File: config.mk
export PLATFORM = sky130hd
export DESIGN_NAME = ultrasonic_echo_ranger
export DESIGN_NICKNAME = d
export VERILOG_FILES = /design/src/hdl/uer_pkg.sv /design/src/hdl/uer_core.sv /design/src/hdl/ultrasonic_echo_ranger.sv
export SDC_FILE = /design/constraint.sdc
export NUM_CORES = 1
export LEC_CHECK = 0
export BUFFER_PORTS_ARGS = -buffer_cell sky130_fd_sc_hd__buf_2
export CORE_AREA = 2 2 156 158
export CTS_BUF_LIST = sky130_fd_sc_hd__clkbuf_4 sky130_fd_sc_hd__clkbuf_8
export CTS_CLUSTER_SIZE = 14
export DETAILED_ROUTE_END_ITERATION = 10
export DIE_AREA = 0 0 158 160
export GPL_TIMING_DRIVEN = 0
export PLACE_DENSITY = 0.71
export SYNTH_ARGS = -nofsm -noshare
export SYNTH_HDL_FRONTEND = slang
export SYNTH_HIERARCHICAL = 1
export SYNTH_SLANG_ARGS = --single-unit
File: constraint.sdc
create_clock -name clk -period 11.1 [get_ports clk]
set_input_delay 2.22 -clock clk [delete_from_list [all_inputs] [get_ports clk]]
set_output_delay 2.22 -clock clk [all_outputs]
set_load 0.02 [all_outputs]
File: src/hdl/uer_pkg.sv
// Shared types, constants and helpers for the ultrasonic echo ranger.
package uer_pkg;

  typedef enum logic [3:0] {
    PH_IDLE   = 4'b0001,
    PH_TRIG   = 4'b0010,
    PH_LISTEN = 4'b0100,
    PH_GAP    = 4'b1000
  } phase_t;

  localparam logic [1:0] OP_TICK   = 2'd0;
  localparam logic [1:0] OP_SINGLE = 2'd1;
  localparam logic [1:0] OP_HAND   = 2'd2;

  localparam logic [1:0] CFG_TRIGGER_WIDTH  = 2'd0;
  localparam logic [1:0] CFG_ECHO_TIMEOUT   = 2'd1;
  localparam logic [1:0] CFG_HAND_THRESHOLD = 2'd2;
  localparam logic [1:0] CFG_REPEAT_GAP     = 2'd3;

  localparam int CFG_DATA_W = 20;

  localparam logic [9:0]  RST_TRIGGER_WIDTH  = 10'd10;
  localparam logic [15:0] RST_ECHO_TIMEOUT   = 16'd30000;
  localparam logic [9:0]  RST_HAND_THRESHOLD = 10'd3;
  localparam logic [19:0] RST_REPEAT_GAP     = 20'd200000;

  localparam logic [9:0]  TIMEOUT_CM = 10'd999;
  localparam logic [9:0]  MAX_CM     = 10'd1023;
  localparam logic [15:0] PULSE_MAX  = 16'hFFFF;

  // Division by 58 as a multiply by ceil(2^22 / 58) and a shift; exact for 16-bit pulses.
  localparam int          CM_DIVISOR = 58;
  localparam int          RECIP_SHIFT = 22;
  localparam logic [16:0] RECIP_58 = 17'((2 ** RECIP_SHIFT + CM_DIVISOR - 1) / CM_DIVISOR);

  typedef struct packed {
    logic [9:0]  trigger_width_us;
    logic [15:0] echo_timeout_us;
    logic [9:0]  hand_threshold_cm;
    logic [19:0] repeat_gap_us;
  } cfg_t;

  typedef struct packed {
    logic       trigger_level;
    logic       busy_res;
    logic       result_valid;
    logic [9:0] distance_cm;
    logic       timed_out;
    logic       hand_detected;
  } res_t;

  function automatic logic [9:0] pulse_to_cm(input logic [15:0] pulse);
    logic [32:0] prod;
    logic [10:0] quot;
    prod = 33'(pulse) * 33'(RECIP_58);
    quot = prod[32:RECIP_SHIFT];
    pulse_to_cm = (quot > 11'(MAX_CM)) ? MAX_CM : quot[9:0];
  endfunction

endpackage

File: src/hdl/uer_core.sv
// Measurement sequencer: phase state, timers and per-tick result.
module uer_core #(
  parameter int TIMER_BITS = 20
) (
  input  logic              clk,
  input  logic              rst,
  input  logic              step,
  input  logic [1:0]        opcode,
  input  logic              level,
  input  uer_pkg::cfg_t     cfg,
  output uer_pkg::res_t     res
);

  localparam logic [TIMER_BITS-1:0] TMAX = {TIMER_BITS{1'b1}};
  localparam int GW = (TIMER_BITS > 20) ? TIMER_BITS : 20;

  uer_pkg::phase_t       phase, phase_next;
  logic [TIMER_BITS-1:0] phase_timer, phase_timer_next;
  logic [15:0]           pulse_timer, pulse_timer_next;
  logic                  echo_seen_high, echo_seen_high_next;
  logic                  echo_previous;
  logic                  hand_mode, hand_mode_next;

  logic [GW-1:0]         gap_ext, tmax_ext, gap_clamped;
  logic                  gap_reached;
  logic [9:0]            dist_meas;
  logic                  done;

  assign gap_ext     = GW'(cfg.repeat_gap_us);
  assign tmax_ext    = GW'(TMAX);
  assign gap_clamped = (gap_ext > tmax_ext) ? tmax_ext : gap_ext;
  assign gap_reached = GW'(phase_timer) >= gap_clamped;
  assign dist_meas   = uer_pkg::pulse_to_cm(pulse_timer);

  always_comb begin
    phase_next          = phase;
    phase_timer_next    = phase_timer;
    pulse_timer_next    = pulse_timer;
    echo_seen_high_next = echo_seen_high;
    hand_mode_next      = hand_mode;
    done                = 1'b0;
    res                 = '0;

    case (phase)
      uer_pkg::PH_IDLE: begin
        if (opcode == uer_pkg::OP_SINGLE || opcode == uer_pkg::OP_HAND) begin
          hand_mode_next      = (opcode == uer_pkg::OP_HAND);
          phase_next          = uer_pkg::PH_TRIG;
          phase_timer_next    = TIMER_BITS'(1);
          pulse_timer_next    = '0;
          echo_seen_high_next = 1'b0;
          res.trigger_level   = 1'b1;
        end
      end
      uer_pkg::PH_GAP: begin
        if (gap_reached) begin
          phase_next          = uer_pkg::PH_TRIG;
          phase_timer_next    = TIMER_BITS'(1);
          pulse_timer_next    = '0;
          echo_seen_high_next = 1'b0;
          res.trigger_level   = 1'b1;
        end else begin
          phase_timer_next = (phase_timer == TMAX) ? TMAX : phase_timer + TIMER_BITS'(1);
        end
      end
      uer_pkg::PH_TRIG: begin
        if (phase_timer < TIMER_BITS'(cfg.trigger_width_us)) begin
          phase_timer_next  = (phase_timer == TMAX) ? TMAX : phase_timer + TIMER_BITS'(1);
          res.trigger_level = 1'b1;
        end else begin
          phase_next       = uer_pkg::PH_LISTEN;
          phase_timer_next = '0;
        end
      end
      default: ;
    endcase

    // The first listen tick is the same tick in which the trigger drops.
    if (phase_next == uer_pkg::PH_LISTEN) begin
      if (level && !echo_previous) begin
        echo_seen_high_next = 1'b1;
        pulse_timer_next    = 16'd1;
      end else if (level && echo_seen_high_next) begin
        if (pulse_timer_next != uer_pkg::PULSE_MAX) begin
          pulse_timer_next = pulse_timer_next + 16'd1;
        end
      end else if (!level && echo_previous && echo_seen_high_next) begin
        res.distance_cm = dist_meas;
        done            = 1'b1;
      end
      if (!done && phase_timer_next >= TIMER_BITS'(cfg.echo_timeout_us)) begin
        res.distance_cm = uer_pkg::TIMEOUT_CM;
        res.timed_out   = 1'b1;
        done            = 1'b1;
      end
      if (done) begin
        res.result_valid    = 1'b1;
        echo_seen_high_next = 1'b0;
        pulse_timer_next    = '0;
        phase_timer_next    = '0;
        if (hand_mode_next) begin
          if (res.distance_cm <= cfg.hand_threshold_cm) begin
            res.hand_detected = 1'b1;
            hand_mode_next    = 1'b0;
            phase_next        = uer_pkg::PH_IDLE;
          end else begin
            phase_next = uer_pkg::PH_GAP;
          end
        end else begin
          phase_next = uer_pkg::PH_IDLE;
        end
      end else begin
        phase_timer_next = (phase_timer_next == TMAX) ? TMAX
                                                      : phase_timer_next + TIMER_BITS'(1);
      end
    end

    res.busy_res = (phase_next != uer_pkg::PH_IDLE);
  end

  always_ff @(posedge clk) begin
    if (rst) begin
      phase          <= uer_pkg::PH_IDLE;
      phase_timer    <= '0;
      pulse_timer    <= '0;
      echo_seen_high <= 1'b0;
      echo_previous  <= 1'b0;
      hand_mode      <= 1'b0;
    end else if (step) begin
      phase          <= phase_next;
      phase_timer    <= phase_timer_next;
      pulse_timer    <= pulse_timer_next;
      echo_seen_high <= echo_seen_high_next;
      echo_previous  <= level;
      hand_mode      <= hand_mode_next;
    end
  end

endmodule

File: src/hdl/ultrasonic_echo_ranger.sv
// Top level of the ultrasonic echo ranger: handshakes, configuration and result register.
//
//   channel   direction   handshake             payload
//   input     in          in_valid / in_stall    opcode, echo_level
//   output    out         out_valid / out_stall  trigger_level, busy_res, result_valid,
//                                                distance_cm, timed_out, hand_detected
//   config    in          cfg_write              cfg_index, cfg_data
//
// One item per cycle while out_stall does not hold the flow; an item passes through the
// input register and then the result register, from which its result is shown.
// Every input item yields exactly one result item.
// Reset clears the phase to idle, all timers, and loads the register defaults.
// A stall on the output holds the result register and, once the input register is
// also full, raises in_stall in the same cycle.
module ultrasonic_echo_ranger #(
  parameter int TIMER_BITS = 20
) (
  input  logic        clk,
  input  logic        rst,
  input  logic        in_valid,
  output logic        in_stall,
  input  logic [1:0]  opcode,
  input  logic        echo_level,
  output logic        out_valid,
  input  logic        out_stall,
  output logic        trigger_level,
  output logic        busy_res,
  output logic        result_valid,
  output logic [9:0]  distance_cm,
  output logic        timed_out,
  output logic        hand_detected,
  input  logic        cfg_write,
  input  logic [1:0]  cfg_index,
  input  logic [uer_pkg::CFG_DATA_W-1:0] cfg_data
);

  uer_pkg::cfg_t cfg;
  uer_pkg::res_t core_res;
  uer_pkg::res_t res;

  logic       s1_valid;
  logic [1:0] s1_opcode;
  logic       s1_level;
  logic       advance;
  logic       s1_go;

  assign advance  = !out_valid || !out_stall;
  assign s1_go    = s1_valid && advance;
  assign in_stall = s1_valid && !advance;

  always_ff @(posedge clk) begin
    if (rst) begin
      cfg.trigger_width_us  <= uer_pkg::RST_TRIGGER_WIDTH;
      cfg.echo_timeout_us   <= uer_pkg::RST_ECHO_TIMEOUT;
      cfg.hand_threshold_cm <= uer_pkg::RST_HAND_THRESHOLD;
      cfg.repeat_gap_us     <= uer_pkg::RST_REPEAT_GAP;
    end else if (cfg_write) begin
      case (cfg_index)
        uer_pkg::CFG_TRIGGER_WIDTH:  cfg.trigger_width_us  <= cfg_data[9:0];
        uer_pkg::CFG_ECHO_TIMEOUT:   cfg.echo_timeout_us   <= cfg_data[15:0];
        uer_pkg::CFG_HAND_THRESHOLD: cfg.hand_threshold_cm <= cfg_data[9:0];
        uer_pkg::CFG_REPEAT_GAP:     cfg.repeat_gap_us     <= cfg_data[19:0];
        default: ;
      endcase
    end
  end

  always_ff @(posedge clk) begin
    if (rst) begin
      s1_valid <= 1'b0;
    end else if (!in_stall) begin
      s1_valid <= in_valid;
    end
  end

  always_ff @(posedge clk) begin
    if (!in_stall && in_valid) begin
      s1_opcode <= opcode;
      s1_level  <= echo_level;
    end
  end

  uer_core #(
    .TIMER_BITS (TIMER_BITS)
  ) u_core (
    .clk    (clk),
    .rst    (rst),
    .step   (s1_go),
    .opcode (s1_opcode),
    .level  (s1_level),
    .cfg    (cfg),
    .res    (core_res)
  );

  always_ff @(posedge clk) begin
    if (rst) begin
      out_valid <= 1'b0;
    end else if (advance) begin
      out_valid <= s1_valid;
    end
  end

  always_ff @(posedge clk) begin
    if (s1_go) begin
      res <= core_res;
    end
  end

  assign trigger_level = res.trigger_level;
  assign busy_res      = res.busy_res;
  assign result_valid  = res.result_valid;
  assign distance_cm   = res.distance_cm;
  assign timed_out     = res.timed_out;
  assign hand_detected = res.hand_detected;

endmodule

# Word level (Yosys, flattened, before mapping)
# Index checks and enable logic that the tools add are counted.
# word_totals
register_bits	119
inputBits	30
output_inout_bits	17
wordCells	121
# op_classes
add_sub_neg	3
mul	1
order_cmp	6
eq_ne	13
n_mux	55
n_reduce_logical	23
# ops
cell	count
$mux W20	8
$mux W16	7
$pmux W20 S3	1
$add A20 B1 Y20 const B	2
$eq A20 B20 Y1 const B	2
$mux W10	4
$pmux W16 S2	1
$mul A16 B15 Y31 const B	1
$mux W4	7
$mux W1	22
$mux W11	2
$ge A20 B16 Y1	1
$ge A20 B20 Y1	1
$gt A20 B20 Y1 const B	1
$lt A20 B10 Y1	1
$add A16 B1 Y16 const B	1
$ne A16 B16 Y1 const B	1
$pmux W4 S3	1
$gt A11 B10 Y1 const B	1
$le A10 B10 Y1	1
$logic_and A1 B1 Y1	8
$reduce_and A2 Y1	4
$logic_not A1 Y1	7
$eq A2 B2 Y1 const B	3
11 further kinds	13

# Logic depth before layout (Yosys ltp)
# Gate-level depths: netlist of the first run.
# logic_depth
ltp_word	20
depth_mapped	32
ltp_nobuf	32

# Hierarchy
# The synthesis of the first run kept the hierarchy.
# by_module_without_submodules
mod	n_inst	cells_per_inst	area_each_um2	seq_area_each_um2
uer_core	1	1228	9923.3	860.8
ultrasonic_echo_ranger	1	251	2912.8	1701.6

# Worst setup path before layout of the first run
# OpenSTA, ideal clock, no wires.
# synth_timing
kind	register to register
startpoint	reg u_core.pulse_timer[13]
endpoint	reg res, in the netlist busy_res, data pin
arrival_ns	7.413
required_time_ns	10.835
path_slack_ns	3.421
stages_incl_launch_ff	29
synth_period_minus_slack_ns	7.679
path_cell_list	dfxtp_1 -> fa_1 -> inv_1 -> fa_1 -> inv_1 -> fa_1 -> fa_1 -> fa_1 -> inv_1 -> fa_1 -> inv_1 -> ha_1 -> a21o_1 -> a21o_1 -> a21o_1 -> a2111oi_0 -> o21ai_0 -> a31oi_1 -> nand2b_1 -> o311ai_1 -> nor2_1 -> a21oi_1 -> ha_1 -> a21o_1 -> a221oi_1 -> o21ai_0 -> nand3_1 -> a32oi_1 -> or3_1
# synth_rtl
item	line	rtl
start: declaration	uer_core.sv:19	logic [15:0] pulse_timer, pulse_timer_next;
start signal: assignment	uer_core.sv:132	pulse_timer <= pulse_timer_next;
end signal: assignment	ultrasonic_echo_ranger.sv:105	res <= core_res;
end: declaration	ultrasonic_echo_ranger.sv:39	uer_pkg::res_t res;

==> results of run 1 <==
-- cells by family (layout without fill, tap and decap cells) --
family / after synthesis / in the layout / share of synthesized area
AND/OR/NAND/NOR: 437 / 437 / 0.1836
buffers and inverters: 306 / 384 / 0.09669
AO/OA/AOI/OAI: 276 / 276 / 0.1545
adder cells (fa/ha/maj): 262 / 262 / 0.3057
flip-flops: 119 / 119 / 0.1996
multiplexers: 60 / 60 / 0.04689
XOR/XNOR: 19 / 19 / 0.01296
-- metal layers --
metal  vias up  routed length, um  track usage
met5         -                  0            0
met4         0               1147       0.1089
met3        97               1945      0.03446
met2       401              16700       0.4800
met1      5158              14460       0.3516
li1       5229                  -            -
-- registers in the layout, indices dropped and copies added (netlist names), 2 cells and up --
| name | cells |
|---|---|
| cfg | 56 |
| u_core/phase_timer | 20 |
| u_core/pulse_timer | 16 |
| distance_cm | 10 |
| u_core/phase | 4 |
| s1_opcode | 2 |
-- placed cells by master, fill, tap and decap left out, drive strengths merged, types with 7 or more instances in the layout --
| master | count |
|---|---|
| nand4 | 23 |
| a31oi | 12 |
| a21o | 21 |
| nor3 | 22 |
| a221oi | 11 |
| o31ai | 9 |
| fa | 86 |
| dfxtp | 101 |
| nand2b | 71 |
| and4 | 7 |
| o211ai | 7 |
| a311oi | 8 |
| xor2 | 8 |
| and3 | 16 |
| clkbuf | 52 |
| mux2i | 59 |
| or3 | 7 |
| o21a | 9 |
| buf | 77 |
| nor2 | 115 |
| o21ai | 66 |
| xnor2 | 11 |
| a211oi | 17 |
| edfxtp | 18 |
| a2111oi | 7 |
| nand3 | 43 |
| ha | 176 |
| a21oi | 58 |
| nor4 | 9 |
| inv | 247 |
| nand2 | 79 |
| and2 | 13 |
-- cell usage after synthesis, drive strengths merged (3+ instances only) --
master	n
nor4	9
a41oi	3
a31oi	12
mux2i	59
a2111oi	7
or3	7
a21o	21
xor2	8
nand3b	4
nand2b	71
and2	13
edfxtp	18
nand4	23
o21a	9
nor3	22
a22oi	5
a211oi	17
nor2b	4
and4	7
nor4b	5
a21oi	58
a221oi	11
o31ai	9
and3	16
a311oi	8
dfxtp	101
nand3	43
a221o	3
a2bb2oi	3
buf	31
clkbuf	33
o31a	4
or4	5
xnor2	11
o41ai	3
inv	242
o21bai	3
ha	176
nand2	79
nor2	115
o311ai	3
o211ai	7
and3b	4
o21ai	66
fa	86
-- power by group through the flow --
stage                     Sequential [mW]  Clock, mW  Combinational, mW
after global placement              0.478          0              0.182
after detailed placement            0.479          0              0.187
after CTS                           0.469      0.439              0.189
final                               0.469      0.434              0.191
after floorplan                     0.475          0              0.129
after global routing                0.471      0.460              0.211
-- critical path, delay by kind of cell, from the launching register on --
| family | cells | cell delay (ns) |
|---|---|---|
| simple gates | 7 | 1.46 |
| fa+ha+maj | 8 | 3.54 |
| compound gates | 9 | 2.51 |
| buf+inv | 4 | 0.34 |
| flops | 1 | 0.66 |
-- metrics by stage --
step | instance area (um2) | utilization | hold WS (ns) | setup slack, ns
3_5_place_dp | 13490 | 0.5661 | 0.4643 | 2.398
2_1_floorplan | 12840 | - | 0.4386 | 3.421
4_1_cts | 13910 | 0.5841 | 0.4787 | 2.344
3_3_place_gp | 13470 | 0.5653 | 0.4531 | 2.505
6_report | 13910 | 0.5841 | 0.4727 | 2.341
5_1_grt | 13910 | 0.5841 | 0.4990 | 1.828
-- layout make-up --
cell class / instances / area, um2 / area share
multi-input cells: 1054 / 9036 / 0.6495
flip-flops and latches: 119 / 2562 / 0.1842
well taps: 324 / 405.4 / 0.02914
plain buffers: 64 / 332.8 / 0.02392
clock inverters: 13 / 166.4 / 0.01196
repair buffers: 46 / 240.2 / 0.01727
clock buffers: 19 / 261.5 / 0.01880
inverters: 242 / 908.4 / 0.06529
-- final timing paths --
check / endpoint / slack (ns)
hold reg to reg: u_core/hand_mode / 0.47
setup / recovery: busy_res / 2.34
setup reg to reg: busy_res / 2.34
hold / removal: u_core/hand_mode / 0.47
==> impl_summary.md, run 1 <==
Run status
The flow ran to the end, and the final reports show no timing, DRC or antenna violations.

Pwr
The internal power is around 760 uW. Of the total power, registers draw 0.429. The power consumption is 1.094 mW. The combinational share of power is 0.174. The switching fraction of total power is 0.3045.

For this design the static power due to leakage is 6.885 nW. The switching power of the nets is 333.1 uW. The maximum resistive drop on vdd is 79.27 uV.

The power per cell area is 78.63 mW/mm2. The portion of total power attributed to the clock network is 0.397.

Setup path
The most repeated library cell on the critical path is sky130_fd_sc_hd__fa_1. Tracing the worst setup path back leads to its startpoint at u_core/pulse_timer[14]. STA classifies the critical path endpoint as a flop. STA classifies the critical path startpoint as a flop.

The critical path data required time is approximately 11 ns. The worst endpoint data arrival time is between 8 and 9 ns. Along the worst path, the maximum fanout reaches 10.

In this run the critical register-to-register path is launched from u_core/pulse_timer[14]. The slowest library cell on the worst path is sky130_fd_sc_hd__dfxtp_1. The largest single stage delay on the critical path is 0.66 ns. The path depth of the worst reg2reg path is 28. The category of the critical setup timing path is reg -> reg.

Synthesis
The total nets after synthesis is 1771. Yosys printed 6 warnings. The cell area after synthesis is 0.01284 mm2. The top-area cell type share of the netlist area is 0.1716. Synthesis instantiated 100 different standard cells from the library. Ranked by total cell area, the synthesized netlist is headed by sky130_fd_sc_hd__ha_1, sky130_fd_sc_hd__dfxtp_1, sky130_fd_sc_hd__fa_1.

The synthesized instance count is 1479. The mean area per synthesized cell is 8.679 um2. For this run, the leading register cell type out of synthesis is sky130_fd_sc_hd__dfxtp_1. In this run, synthesis inferred 18 flip-flops with an integrated enable.

The portion of the post-synthesis area used by sequential elements is 0.1996. In the synthesized netlist the async set-or-reset flop fraction comes to 0. The post-synthesis cell type with the largest combined area is sky130_fd_sc_hd__ha_1. After synthesis the netlist holds a flip-flop and latch count of 119.

Clock tree
The tree is rooted in a sky130_fd_sc_hd__clkbuf_8. The post-cts sizing count is 0. In this run the deepest clock path goes through 2 buffers.

The hold-fix buffer count after cts is 0. For the worst-skew pair, the clock arrives at the later sink with an insertion delay of 0.46 ns. In this run the number of H-tree levels came out at 4. CTS saw 119 sinks.

The number of buffers added by the clock tree synthesis step is 17. The clock transition at the registers of the reported paths is 0.08 ns. The number of buffers inserted by post-CTS setup repair is 0. The CTS tree is yes.

Floorplanning
The core area is 0.02382 mm2. The initial utilization of the core area, before any placement, comes to 0.5389. In this run the count of I/O pins placed on the die edge is 47.

From bottom edge to top edge, the die measures 160 um. The area of the die is 0.02528 mm2. Row generation in the floorplan step produced 57 rows.

The x dimension of the die is 158 um.

Timing
The worst slew margin relative to its limit is 0.4376. The shortest period the worst path allows is 8.759 ns. Static timing analysis puts the maximum clock frequency at roughly 110 MHz.

Setup violations remaining at the end of the flow were counted as 0. The max-slew violation total from the final report is 0. The slew at the pin closest to its max-slew limit is between 0.8 and 0.9 ns. Setup repair after global routing left no endpoint under its margin. The number of endpoints with negative hold slack in the final report is 0. The setup clock skew after layout is approximately 0.015 ns. Of the available clock period, the critical path in the final layout requires 0.7891.

The setup total negative slack is 0 ns.

Global route
The number of antenna violations at the first check in global routing is 0. The via count of the first global-routing pass is 10800. The first global-routing pass estimated 55.12 mm of wire.

For this run, the total global-route usage over all layers was measured as 0.2780. The maximum number of pins on one net before global-route repair is 18. The total congestion overflow after global routing is 0.

Placed design
The placed wire-length estimate after detailed placement is between 20 and 30 mm. The final weighted congestion in routability-driven placement is 0.9988. The number of I/O port buffers is 45. The count of placed standard cells including taps is 1849.

Detailed routing
The final route contains 10890 vias. The remaining routing DRC violations is 0. After detailed routing, the average wire length per cell comes to ~18 um. The count of routing violations after the opening detailed-route iteration is 1010.

The count of nets left with antenna violations once routing finished came out at 0. The aggregate routed wire length is 34.25 mm. The number of optimization iterations in the first detailed-route pass is 6. The via density per instance is a little under 6.

Flow run
The tool flagged a number of max-cap violations equal to 0.

Layout
The filler cells instantiated in the layout total 2196. The number of standard cells in the final layout excluding fillers is 1881. In the final layout, the share of cells above drive strength 1 is 0.09505. The area growth from synthesis to layout is 8.392%. The final layout contains 1836 nets. The number of antenna repair diodes is 0.

Worst hold path
The path category of the worst min-delay check is reg -> reg. The startpoint identified for the worst hold timing path is u_core/hand_mode. The hold path depth is 2.
No activity file was read; power rests on OpenSTA's default activity.
==> run 2: changes to the inputs <==
--- a/config.mk
+++ b/config.mk
@@ -12,7 +12,7 @@
 export DETAILED_ROUTE_END_ITERATION = 10
 export DIE_AREA = 0 0 158 160
 export GPL_TIMING_DRIVEN = 0
-export PLACE_DENSITY = 0.71
+export PLACE_DENSITY = 0.74
 export SYNTH_ARGS = -nofsm -noshare
 export SYNTH_HDL_FRONTEND = slang
 export SYNTH_HIERARCHICAL = 1
==> constraint.sdc (replaced) <==
create_clock -name clk -period 7.4 [get_ports clk]
set_input_delay 1.48 -clock clk [delete_from_list [all_inputs] [get_ports clk]]
set_output_delay 1.48 -clock clk [all_outputs]
set_load 0.02 [all_outputs]
==> run 2 against run 1 <==
Compared with the run above: the run now ends with negative setup slack left; maximum frequency increased by 17%; via count grew 2.0%; first-iteration DRC count rose by 0.40%; clock skew is 0.0035 ns lower; final cell count rose by 1.4%; power rose by 47%; sequential share of layout area is 0.40 points lower; count of clock-buffer cells in the layout unchanged.
==> impl_summary.md, run 2 (synthesis gave the netlist of run 1 again) <==
Pwr
In this run the static leakage power is 7.023 nW. The power per cell area is between 100 and 150 mW/mm2. Summing internal, switching and leakage power gives 1.607 mW. The maximum resistive drop on vdd is 132.4 uV.

Setup path
The worst setup path is captured at a flop. Of all nets on the critical path, the largest fanout is 6. On the critical path, the stage with the largest delay is an instance of sky130_fd_sc_hd__fa_1. The sort of element at the start of the critical path is a flop.

The category of the critical setup timing path is reg -> reg. Among cell families on the critical path, the largest total delay comes from adder cells. For this run, the slowest stage of the critical path takes 0.56 ns. The worst path buffer plus inverter count is 4. The most repeated library cell on the critical path is sky130_fd_sc_hd__fa_1. The worst endpoint data arrival time is roughly 7.7 ns. Data on the critical path is required at its endpoint by 7.61 ns.

Clock tree
TritonCTS created 17 clock buffers. The CTS tree is yes. The clock transition at the registers of the reported paths is 0.08 ns.

The number of levels the H-tree was split into is 4. The total number of clock tree sinks is about 120. The buffer type at the clock tree root is sky130_fd_sc_hd__clkbuf_8. The number of buffers between clock root and the deepest sink is 2. At the later pin of the worst-skew pair, clock insertion delay measures 0.46 ns.

Floorplanning
The area of the die is 0.02528 mm2. The I/O pin count is 47. For this configuration, the core starts out at a cell density of 0.5389. The x dimension of the die is roughly 160 um. The core area is between 0.02 and 0.025 mm2. The height of the die is 160 um. The total number of placement rows is 57.

Run status
The final reports fail on negative setup slack. The run finished, with violations left.

Layout
The register name with the most flops is cfg. The number of antenna repair diodes is 0. The library cells used most frequently in the layout, excluding fill and tap cells, are sky130_fd_sc_hd__inv_1, sky130_fd_sc_hd__ha_1, sky130_fd_sc_hd__nor2_1. The register with the most flip-flops in the layout has between 50 and 60 of them.

The area growth from synthesis to layout is 12.19%. After filler insertion, the fill cell instance count of the layout stands at 2075. The library cell used most frequently in the layout, excluding fill and tap cells, is sky130_fd_sc_hd__inv_1. The largest registers in the layout are cfg: 56 flops, u_core/phase_timer: 20 flops, u_core/pulse_timer: 16 flops. The final net count is 1863. Of the cells placed in the final design, the portion with a size suffix greater than 1 is 0.1395. The area of all placed cells without fillers is around 0.014 mm2.

Timing
For the pin with the worst max-slew slack, the measured transition is 1.025 ns. The share of the clock period used by the worst path is 1.009. Setup repair after global routing could not meet its margin everywhere. The number of endpoints with negative hold slack in the final report is 0. The shortest period the worst path allows is approximately 7.5 ns.

For the final database, setup skew stands at ~0.012 ns. Setup violations remaining at the end of the flow were counted as 1. Once routing completed, OpenROAD measured the worst setup slack at -0.06541 ns. Static timing analysis puts the maximum clock frequency at 134.0 MHz. The worst slew margin relative to its limit is 0.3125. In the final timing run, aggregate negative setup slack is -0.06541 ns. The max-slew violation total from the final report came to 0.

Detailed routing
The via count of the routed design is 11100. The aggregate routed wire length is 35.59 mm. The count of routing violations after the opening detailed-route iteration is 1014. In this run the remaining antenna-violating nets after routing total 0.

The remaining routing DRC violations is 0. In the final routed layout, each cell accounts on average for 18.65 um. The number of optimization iterations in the first detailed-route pass is 6. Dividing the detail-routed via count by the number of cells gives ~5.8.

Global route
The number of antenna violations at the first check in global routing is 0. The via count of the first global-routing pass is 11050. The maximum number of pins on one net before global-route repair is 18. The first global-routing pass estimated 56.66 mm of wire. The overall global routing resource usage is 0.2871. For this run the aggregate overflow at the end of global routing stands at 0.

Worst hold path
The path category of the worst min-delay check is reg -> reg.

Placed design
Summing all placed instances gives a cell area of 0.01351 mm2. The placed wire-length estimate after detailed placement is approximately 27 mm. The final weighted congestion in routability-driven placement is 0.9991. The number of I/O port buffers is 45.

Flow run
Max-cap violations in this run came to 0.
==> run 2: cell count changes in the layout (fill, tap and decap cells not counted), moves of 3 or more <==
| cell | delta |
|---|---|
| sky130_fd_sc_hd__nor2_1 | -3 |
| sky130_fd_sc_hd__a21oi_1 | -4 |
| sky130_fd_sc_hd__dfxtp_1 | -12 |
| sky130_fd_sc_hd__a21oi_2 | +4 |
| sky130_fd_sc_hd__dfxtp_4 | +7 |
| sky130_fd_sc_hd__dfxtp_2 | +5 |
| sky130_fd_sc_hd__o21ai_2 | +3 |
| sky130_fd_sc_hd__ha_1 | -8 |
| sky130_fd_sc_hd__inv_2 | +3 |
| sky130_fd_sc_hd__inv_1 | -3 |
| sky130_fd_sc_hd__ha_4 | +8 |
| sky130_fd_sc_hd__o21ai_0 | -4 |
| sky130_fd_sc_hd__buf_4 | +23 |
==> run 2: worst reg2reg max path: cells and delay by family, from the launching register on <==
| family | cells | cell delay [ns] |
|---|---|---|
| adder cells (fa/ha/maj) | 8 | 3.78 |
| AO/OA/AOI/OAI | 12 | 2.17 |
| AND/OR/NAND/NOR | 4 | 0.68 |
| flip-flops | 1 | 0.37 |
| buffers and inverters | 4 | 0.24 |
==> run 2: layout make-up <==
class                   instances  area [um2]  share of cell area
repair buffers                 73       460.4             0.03197
clock inverters                13       145.1             0.01008
multi-input cells            1054        9305              0.6461
clock buffers                  19       249.0             0.01729
flip-flops and latches        119        2595              0.1802
well taps                     324       405.4             0.02815
plain buffers                  64       332.8             0.02311
inverters                     242       908.4             0.06308
==> run 2: timing repair <==
action / CTS / global route
setup buffers: 24 / 5
setup endpoints to repair: 5 / 5
pin swaps: 46 / 8
hold buffers: 0 / 0
gates resized for setup: 50 / 9
endpoints found under the hold margin: 0 / 0
==> run 2: final timing paths <==
check	slack (ns)	cells after the start	startpoint	to
max	-0.07	28	u_core/pulse_timer[10]	busy_res
min	0.47	2	u_core/hand_mode	u_core/hand_mode
max reg2reg	-0.07	28	u_core/pulse_timer[10]	busy_res
min reg2reg	0.47	2	u_core/hand_mode	u_core/hand_mode
==> run 2: metal layers <==
layer	wire, um	track usage
met5	0	0
met4	1692	0.1388
met3	1894	0.04993
met2	17400	0.4879
met1	14600	0.3497
==> run 2: metrics by stage <==
stage | hold slack (ns) | setup slack (ns) | utilization | instances
after floorplan | 0.4386 | 0.03125 | - | 1479
after global placement | 0.4511 | -0.6415 | 0.5669 | 1848
after detailed placement | 0.4621 | -0.8805 | 0.5670 | 1848
after CTS | 0.4750 | 0.0004325 | 0.6015 | 1904
after global routing | 0.4952 | -0.3395 | 0.6046 | 1908
final | 0.4747 | -0.06541 | 0.6046 | 1908
==> run 2: power breakdown <==
group | total, mW | switching, mW | internal, mW
sequential | 0.701 | 0.0249 | 0.676
clock | 0.609 | 0.298 | 0.311
combinational | 0.297 | 0.183 | 0.114
